$ cat src/hw/rtl/bbs_pkg.sv
`default_nettype none
// ----------------------------------------------------------------------------
// bbs_pkg: shared types and constants of the ball bounce step
// Field widths, fixed-point constants, datapath operation codes, controller
// states and the saturation helpers.
// ----------------------------------------------------------------------------
package bbs_pkg;

    localparam int BBS_BALL_RADIUS = 40;

    localparam int FRAC_BITS = 8;
    localparam int DT_W      = 16;
    localparam int CMD_W     = 2;
    localparam int POS_W     = 22;
    localparam int VEL_W     = 19;
    localparam int MASK_W    = 5;
    localparam int CFG_W     = 12;
    localparam int CFG_IDX_W = 3;
    localparam int CFG_N     = 8;
    localparam int K_W       = 24;   // 200 * dt
    localparam int ACC_W     = 64;
    localparam int MUL_W     = 34;
    localparam int DIV_NW    = 48;
    localparam int DIV_DW    = 27;
    localparam int SQ_IW     = 38;
    localparam int SQ_RW     = 19;
    localparam int NN_W      = 26;
    localparam int AD_W      = 37;
    localparam int VN_W      = 33;
    localparam int IN_TDATA_W  = 24;
    localparam int OUT_TDATA_W = 88;

    // speed commands
    localparam logic [CMD_W-1:0] CMD_UP   = 2'd1;
    localparam logic [CMD_W-1:0] CMD_DOWN = 2'd2;

    // speed limits, squared, in raw Q.8 units
    localparam logic [ACC_W-1:0] MAX_SPEED_SQ = 64'd16384000000;
    localparam logic [ACC_W-1:0] MIN_SPEED_SQ = 64'd6553600;

    // state after reset
    localparam logic [POS_W-1:0] POS_X_RST = 22'd102400;
    localparam logic [POS_W-1:0] POS_Y_RST = 22'd76800;
    localparam logic [VEL_W-1:0] VEL_RST   = 19'd27136;

    typedef enum logic [CFG_IDX_W-1:0] {
        CFG_AREA_LEFT   = 3'd0,
        CFG_AREA_RIGHT  = 3'd1,
        CFG_AREA_BOTTOM = 3'd2,
        CFG_AREA_TOP    = 3'd3,
        CFG_LINE_A_X    = 3'd4,
        CFG_LINE_A_Y    = 3'd5,
        CFG_LINE_B_X    = 3'd6,
        CFG_LINE_B_Y    = 3'd7
    } t_cfg_idx;

    localparam logic [CFG_W-1:0] CFG_RESET [CFG_N] = '{
        12'd50, 12'd750, 12'd50, 12'd550, 12'd200, 12'd100, 12'd600, 12'd150
    };

    typedef enum logic [4:0] {
        OP_NONE, OP_SQX, OP_SQY, OP_SQRT, OP_GETM, OP_KX, OP_KY, OP_DIV_SPD,
        OP_UPD_SX, OP_UPD_SY, OP_ADVMX, OP_ADDX, OP_ADVMY, OP_ADDY,
        OP_NN1, OP_NN2, OP_DS1, OP_DS2, OP_ADSQ, OP_RR, OP_VN1, OP_VN2,
        OP_LX, OP_LY, OP_DIV_LINE, OP_UPD_LX, OP_UPD_LY, OP_WALL
    } t_op;

    typedef enum logic [5:0] {
        ST_IDLE, ST_SQX, ST_SQY, ST_SQRT, ST_SQRT_W, ST_GETM,
        ST_KX, ST_DIVX, ST_DIVX_W, ST_UPDX, ST_KY, ST_DIVY, ST_DIVY_W, ST_UPDY,
        ST_ADVMX, ST_ADDX, ST_ADVMY, ST_ADDY,
        ST_NN1, ST_NN2, ST_DS1, ST_DS2, ST_ADSQ, ST_RR, ST_VN1, ST_VN2,
        ST_LX, ST_LDIVX, ST_LDIVX_W, ST_LUPDX, ST_LY, ST_LDIVY, ST_LDIVY_W, ST_LUPDY,
        ST_WALL
    } t_state;

    typedef struct packed {
        t_op  op;
        logic in_ready;
    } t_dp_cmd;

    typedef struct packed {
        logic spd_go;
        logic m_zero;
        logic line_hit;
        logic sqrt_done;
        logic div_done;
        logic out_free;
    } t_dp_stat;

    // clamp a wide signed value to the velocity range
    function automatic logic [VEL_W-1:0] sat_vel(input logic signed [50:0] v);
        logic [VEL_W-1:0] res;
        if (v > 51'sd262143) begin
            res = 19'h3FFFF;
        end else if (v < -51'sd262144) begin
            res = 19'h40000;
        end else begin
            res = v[VEL_W-1:0];
        end
        return res;
    endfunction

    // clamp to the position range
    function automatic logic [POS_W-1:0] sat_pos(input logic signed [24:0] v);
        logic [POS_W-1:0] res;
        if (v > 25'sd2097151) begin
            res = 22'h1FFFFF;
        end else if (v < -25'sd2097152) begin
            res = 22'h200000;
        end else begin
            res = v[POS_W-1:0];
        end
        return res;
    endfunction

    // negate a velocity, the most negative value saturates
    function automatic logic [VEL_W-1:0] neg_vel(input logic [VEL_W-1:0] v);
        logic signed [50:0] ext;
        ext = $signed({{32{v[VEL_W-1]}}, v});
        return sat_vel(-ext);
    endfunction

endpackage
`default_nettype wire

$ cat src/hw/rtl/bbs_ctrl.sv
`default_nettype none
// ----------------------------------------------------------------------------
// bbs_ctrl: step sequencer
// Walks one tick through speed change, advance, line and walls, issuing at
// most one datapath operation per state.
// ----------------------------------------------------------------------------
module bbs_ctrl (
    input  wire logic              i_clk,
    input  wire logic              i_rst_n,
    input  wire logic              i_in_valid,
    input  wire bbs_pkg::t_dp_stat i_stat,
    output bbs_pkg::t_dp_cmd       o_cmd
);
    import bbs_pkg::*;

    t_state r_state;
    t_state n_state;

    always_ff @(posedge i_clk) begin
        if (!i_rst_n) begin
            r_state <= ST_IDLE;
        end else begin
            r_state <= n_state;
        end
    end

    // next state
    always_comb begin
        n_state = r_state;
        unique case (r_state)
            ST_IDLE:    if (i_in_valid) n_state = ST_SQX;
            ST_SQX:     n_state = ST_SQY;
            ST_SQY:     n_state = ST_SQRT;
            ST_SQRT:    n_state = i_stat.spd_go ? ST_SQRT_W : ST_ADVMX;
            ST_SQRT_W:  if (i_stat.sqrt_done) n_state = ST_GETM;
            ST_GETM:    n_state = i_stat.m_zero ? ST_ADVMX : ST_KX;
            ST_KX:      n_state = ST_DIVX;
            ST_DIVX:    n_state = ST_DIVX_W;
            ST_DIVX_W:  if (i_stat.div_done) n_state = ST_UPDX;
            ST_UPDX:    n_state = ST_KY;
            ST_KY:      n_state = ST_DIVY;
            ST_DIVY:    n_state = ST_DIVY_W;
            ST_DIVY_W:  if (i_stat.div_done) n_state = ST_UPDY;
            ST_UPDY:    n_state = ST_ADVMX;
            ST_ADVMX:   n_state = ST_ADDX;
            ST_ADDX:    n_state = ST_ADVMY;
            ST_ADVMY:   n_state = ST_ADDY;
            ST_ADDY:    n_state = ST_NN1;
            ST_NN1:     n_state = ST_NN2;
            ST_NN2:     n_state = ST_DS1;
            ST_DS1:     n_state = ST_DS2;
            ST_DS2:     n_state = ST_ADSQ;
            ST_ADSQ:    n_state = ST_RR;
            ST_RR:      n_state = ST_VN1;
            ST_VN1:     n_state = ST_VN2;
            ST_VN2:     n_state = ST_LX;
            ST_LX:      n_state = i_stat.line_hit ? ST_LDIVX : ST_WALL;
            ST_LDIVX:   n_state = ST_LDIVX_W;
            ST_LDIVX_W: if (i_stat.div_done) n_state = ST_LUPDX;
            ST_LUPDX:   n_state = ST_LY;
            ST_LY:      n_state = ST_LDIVY;
            ST_LDIVY:   n_state = ST_LDIVY_W;
            ST_LDIVY_W: if (i_stat.div_done) n_state = ST_LUPDY;
            ST_LUPDY:   n_state = ST_WALL;
            ST_WALL:    if (i_stat.out_free) n_state = ST_IDLE;
            default:    n_state = ST_IDLE;
        endcase
    end

    // datapath commands
    always_comb begin
        o_cmd.op       = OP_NONE;
        o_cmd.in_ready = 1'b0;
        unique case (r_state)
            ST_IDLE:    o_cmd.in_ready = 1'b1;
            ST_SQX:     o_cmd.op = OP_SQX;
            ST_SQY:     o_cmd.op = OP_SQY;
            ST_SQRT:    if (i_stat.spd_go) o_cmd.op = OP_SQRT;
            ST_GETM:    o_cmd.op = OP_GETM;
            ST_KX:      o_cmd.op = OP_KX;
            ST_DIVX:    o_cmd.op = OP_DIV_SPD;
            ST_UPDX:    o_cmd.op = OP_UPD_SX;
            ST_KY:      o_cmd.op = OP_KY;
            ST_DIVY:    o_cmd.op = OP_DIV_SPD;
            ST_UPDY:    o_cmd.op = OP_UPD_SY;
            ST_ADVMX:   o_cmd.op = OP_ADVMX;
            ST_ADDX:    o_cmd.op = OP_ADDX;
            ST_ADVMY:   o_cmd.op = OP_ADVMY;
            ST_ADDY:    o_cmd.op = OP_ADDY;
            ST_NN1:     o_cmd.op = OP_NN1;
            ST_NN2:     o_cmd.op = OP_NN2;
            ST_DS1:     o_cmd.op = OP_DS1;
            ST_DS2:     o_cmd.op = OP_DS2;
            ST_ADSQ:    o_cmd.op = OP_ADSQ;
            ST_RR:      o_cmd.op = OP_RR;
            ST_VN1:     o_cmd.op = OP_VN1;
            ST_VN2:     o_cmd.op = OP_VN2;
            ST_LX:      if (i_stat.line_hit) o_cmd.op = OP_LX;
            ST_LDIVX:   o_cmd.op = OP_DIV_LINE;
            ST_LUPDX:   o_cmd.op = OP_UPD_LX;
            ST_LY:      o_cmd.op = OP_LY;
            ST_LDIVY:   o_cmd.op = OP_DIV_LINE;
            ST_LUPDY:   o_cmd.op = OP_UPD_LY;
            ST_WALL:    if (i_stat.out_free) o_cmd.op = OP_WALL;
            default:    o_cmd.op = OP_NONE;
        endcase
    end

endmodule
`default_nettype wire

$ cat config.mk
export PLATFORM = sky130hd
export DESIGN_NAME = bbs_ctrl
export DESIGN_NICKNAME = d
export VERILOG_FILES = /design/src/hw/rtl/bbs_pkg.sv /design/src/hw/rtl/bbs_ctrl.sv
export SDC_FILE = /design/constraint.sdc
export NUM_CORES = 1
export LEC_CHECK = 0
export BUFFER_PORTS_ARGS = -buffer_cell sky130_fd_sc_hd__buf_4
export CORE_MARGIN = 2
export CORE_UTILIZATION = 49
export DETAILED_ROUTE_END_ITERATION = 7
export MAX_ROUTING_LAYER = met4
export PLACE_DENSITY = 0.74
export SETUP_SLACK_MARGIN = 0.05
export SYNTH_ARGS = -nofsm -noshare
export SYNTH_HDL_FRONTEND = slang
export SYNTH_SLANG_ARGS = --single-unit
$ cat constraint.sdc
create_clock -name i_clk -period 1.49 [get_ports i_clk]
set_input_delay 0.298 -clock i_clk [delete_from_list [all_inputs] [get_ports i_clk]]
set_output_delay 0.298 -clock i_clk [all_outputs]
set_load 0.005 [all_outputs]
* Word-level counts from Yosys, hierarchy flattened
Cells that the tools add are included.
W data, S select, Z words.
** Operators by class
- Add/subtract/negate cells :: 0
- Equal/unequal tests :: 41
- Mux-type cells :: 16
- Shifts and indexed selects :: 0
- Order comparisons :: 0
- Bitwise logic cells :: 0
- Multipliers :: 0
- Divide/modulo/power cells :: 0
- Reduce and logical (&&, ||, !) cells :: 4
** Operators by type and width (number)
- $pmux W6 S35 :: 1
- $pmux W5 S27 :: 1
- $eq A6 B5 Y1 const B :: 16
- $eq A6 B4 Y1 const B :: 8
- $mux W6 :: 8
- $eq A6 B3 Y1 const B :: 4
- $eq A6 B6 Y1 const B :: 3
- $ne A2 B2 Y1 const B :: 7
- $eq A6 B2 Y1 const B :: 2
- $mux W5 :: 2
- $mux W4 :: 2
- $reduce_and A7 Y1 :: 1
- $eq A6 B1 Y1 const B :: 1
- $logic_not A6 Y1 :: 1
- $reduce_or A2 Y1 :: 2
- $mux W2 :: 1
- $mux W1 :: 1
** Word-level totals
- Memories kept :: 0
- Memory bits (writable) :: 0
- Output and inout port bits :: 6
- Latch bits :: 0
- Memory bits (read-only) :: 0
- Bits of input ports :: 9
- Bits in registers :: 6
- Word-level logic and storage cells :: 62

* Longest topological paths before layout
- Depth in word-level cells :: 3
- Mapped depth :: 7
- Mapped depth without buffers :: 5

* Worst setup path after synthesis
Ideal clock, no wire load.
- Path type :: flip-flop to output port
- Start point :: register r_state[5]
- End point :: output port o_cmd[2] (netlist bit)
- Data arrival time :: 1264 ps
- Slack :: -72 ps
- Cell stages (with the launch flop) :: 7
- Required time :: 1192 ps
- Cells stage by stage :: dfxtp_1 buf_4 inv_1 buf_2 a32oi_1 o2bb2ai_1 or3_1
** RTL lines
- start: declaration :: line bbs_ctrl.sv:16 : t_state r_state;
- start signal: assignment :: line bbs_ctrl.sv:23 : r_state <= n_state;
- end: declaration :: line bbs_ctrl.sv:12 : output bbs_pkg::t_dp_cmd o_cmd

==> metrics <==
async set-reset flop share out of synthesis=0%; clock-pin slew on the worst setup and hold paths=~0.05 ns; clk_lat worst skew=about 0.25 ns; GR Overflow Total=0; PwrDens=~1400 nW/um^2; Largest regs=r_state: 6 flops; antenna cell count=0; Mapped Cells=between 100 and 150; via count=1,445; status=complete, but fails checks; critical path startpoint category=flop; detailed placement HPWL=between 2 and 2.5 mm; CTS Buffer Depth=2; failing checks=setup timing; CTS sink cnt=6; post-layout minimum cycle time=2.01 ns; DRC viols=0; H-tree depth=1; total clock buffers created by CTS=3; first-pass GRT wire length=~6 mm; initial antenna violation count=0; global-route usage over all layers=~43%; Yosys Warn Count=0; ratio of cells with drive above 1 in the final layout=a little over half; DIE WIDTH=about 45 um; unrepaired setup endpoints after global routing=true; Wirelength per Cell=between 20 and 25 um; # nets final=a little under 200; row cnt=14; DRT Wirelength=4.73 mm; core area=between 1500 and 2000 sq um; CTS root buffer=clkbuf_4; setup violators final=9; Period Utilization, post-route=135%; Fmax=0.497 GHz; PortBufs=14; initial core utilization=between 50% and 60%; critical-path maximum fanout=10; final RePlAce weighted congestion=roughly 0.97; vias in the first global route=roughly 1,300; Crit path required time=1.19 ns; total power=between 2 and 2.5 mW; I/O Pins=15; commonest cells after routing, fill and taps aside=65 x buf_4, 13 x nand2_1, 11 x a21oi_1, 6 x nand3_1; crit end category=primary output; worst slew pin tran=between 0.4 and 0.5 ns; WP data arrival=1.71 ns; fin worst setup slack=-0.521 ns; CTS tree=yes; P&R area growth vs syn=70.2%; most common flop cell mapped by yosys=dfxtp_1; Yosys reg bits=6; initial detailed-routing violation count=160; Post-Syn Area=roughly 840 sq um; Synthesized Nets=between 100 and 150; pin count of the biggest net entering global routing=17; drt pass-1 iters=5; worst hold slack=between 0.3 and 0.4 ns; die footprint=around 2100 sq um; max reg flops=6; Post-synth EDFFs=0; Leakage Power=just over 0.6 nW; VDD IR max=approximately 1.1 mV; leading cell type in the layout, fill and taps excluded=buf_4; Mean Syn Cell Area=6.63 sq um; antenna viol nets, final=0; Slew Viols, Final=0; routed vias/inst=7.23; register area share after synthesis=between 10% and 20%; WS Path Type=flop to primary output; Hold-fix buffers, CTS=0; Max-cap violations=0; slew margin rel.=72.8%; Chip Height=45.3 um; worst clock skew=0.00155 ns; Unique masters post-synth=between 40 and 50; Reg with most FFs=r_state; hold crit path type=input port to flop; TNS Setup=-3.11 ns; Final Hold Fails=0
==> metal layers <==
layer	GRT usage [%]	part of all wire, %	vias up
li1	-	-	594
met1	49.5	34	646
met2	76.3	44	147
met3	5.20	12	58
met4	17.6	9.4	0
met5	-	0	-
==> through the flow <==
stage          util (%)  std cells  cell area, sq um  worst slack [ns]
2_1_floorplan         -        126               852           -0.0113
3_3_place_gp       77.9        186              1210            -0.186
3_5_place_dp       77.9        186              1210            -0.272
4_1_cts            88.8        198              1390            -0.377
5_1_grt            91.3        200              1420            -0.526
6_report           91.3        200              1420            -0.521
==> kinds of logic after synthesis <==
family / Yosys count / synth area share [%]
buf+inv: 16 / 10.0
mux: 2 / 2.40
compound gates: 47 / 38.5
simple gates: 53 / 32.6
xor+xnor: 2 / 2.10
flops: 6 / 14.4
==> Yosys cell counts, drive strengths merged, types with 3 or more instances <==
cell,count,area (sq um)
a211oi,4,35.0
a21oi,12,60.1
a31oi,3,18.8
buf,12,68.8
dfxtp,6,120
inv,3,11.3
nand2,13,48.8
nand3,7,35.0
nor2,11,41.3
nor3,8,45.0
o21ai,9,45.0
==> path summary, 6_finish.rpt <==
path | startpoint | end | slack (ns) | cells past startpoint
max | r_state[4] | o_cmd[2] | -0.52 | 6
min | i_rst_n | r_state[1] | 0.36 | 2
max reg2reg | r_state[3] | r_state[0] | -0.28 | 7
min reg2reg | r_state[3] | r_state[3] | 0.76 | 3
==> worst max-delay path: stages (launching register included) <==
cell       delay [ns]
dfxtp_4          0.41
buf_4            0.21
nand2_1          0.10
o2111ai_1        0.12
a21oi_1          0.10
or3_1            0.39
buf_4            0.14
==> power by group <==
part / internal [mW] / total [mW] / switching, mW
Sequential: 0.214 / 0.313 / 0.0995
Clock: 0.0917 / 0.158 / 0.0666
Combinational: 0.810 / 1.58 / 0.767
==> cell type report <==
class / count / area [sq um]
Clock buffer: 3 / 22.5
Tap cell: 16 / 20.0
Fill cell: 65 / 136
Sequential cell: 6 / 140
Timing Repair Buffer: 68 / 526
Multi-Input combinational cell: 104 / 701
Inverter: 3 / 13.8
==> repair_timing <==
item                                   in CTS  in global routing
setup endpoints to repair                  10                 10
buffers inserted                            9                  2
pin swaps                                   9                  3
gates resized for setup                    28                  7
endpoints found under the hold margin       0                  0
Power figures use the tool's default switching activity.
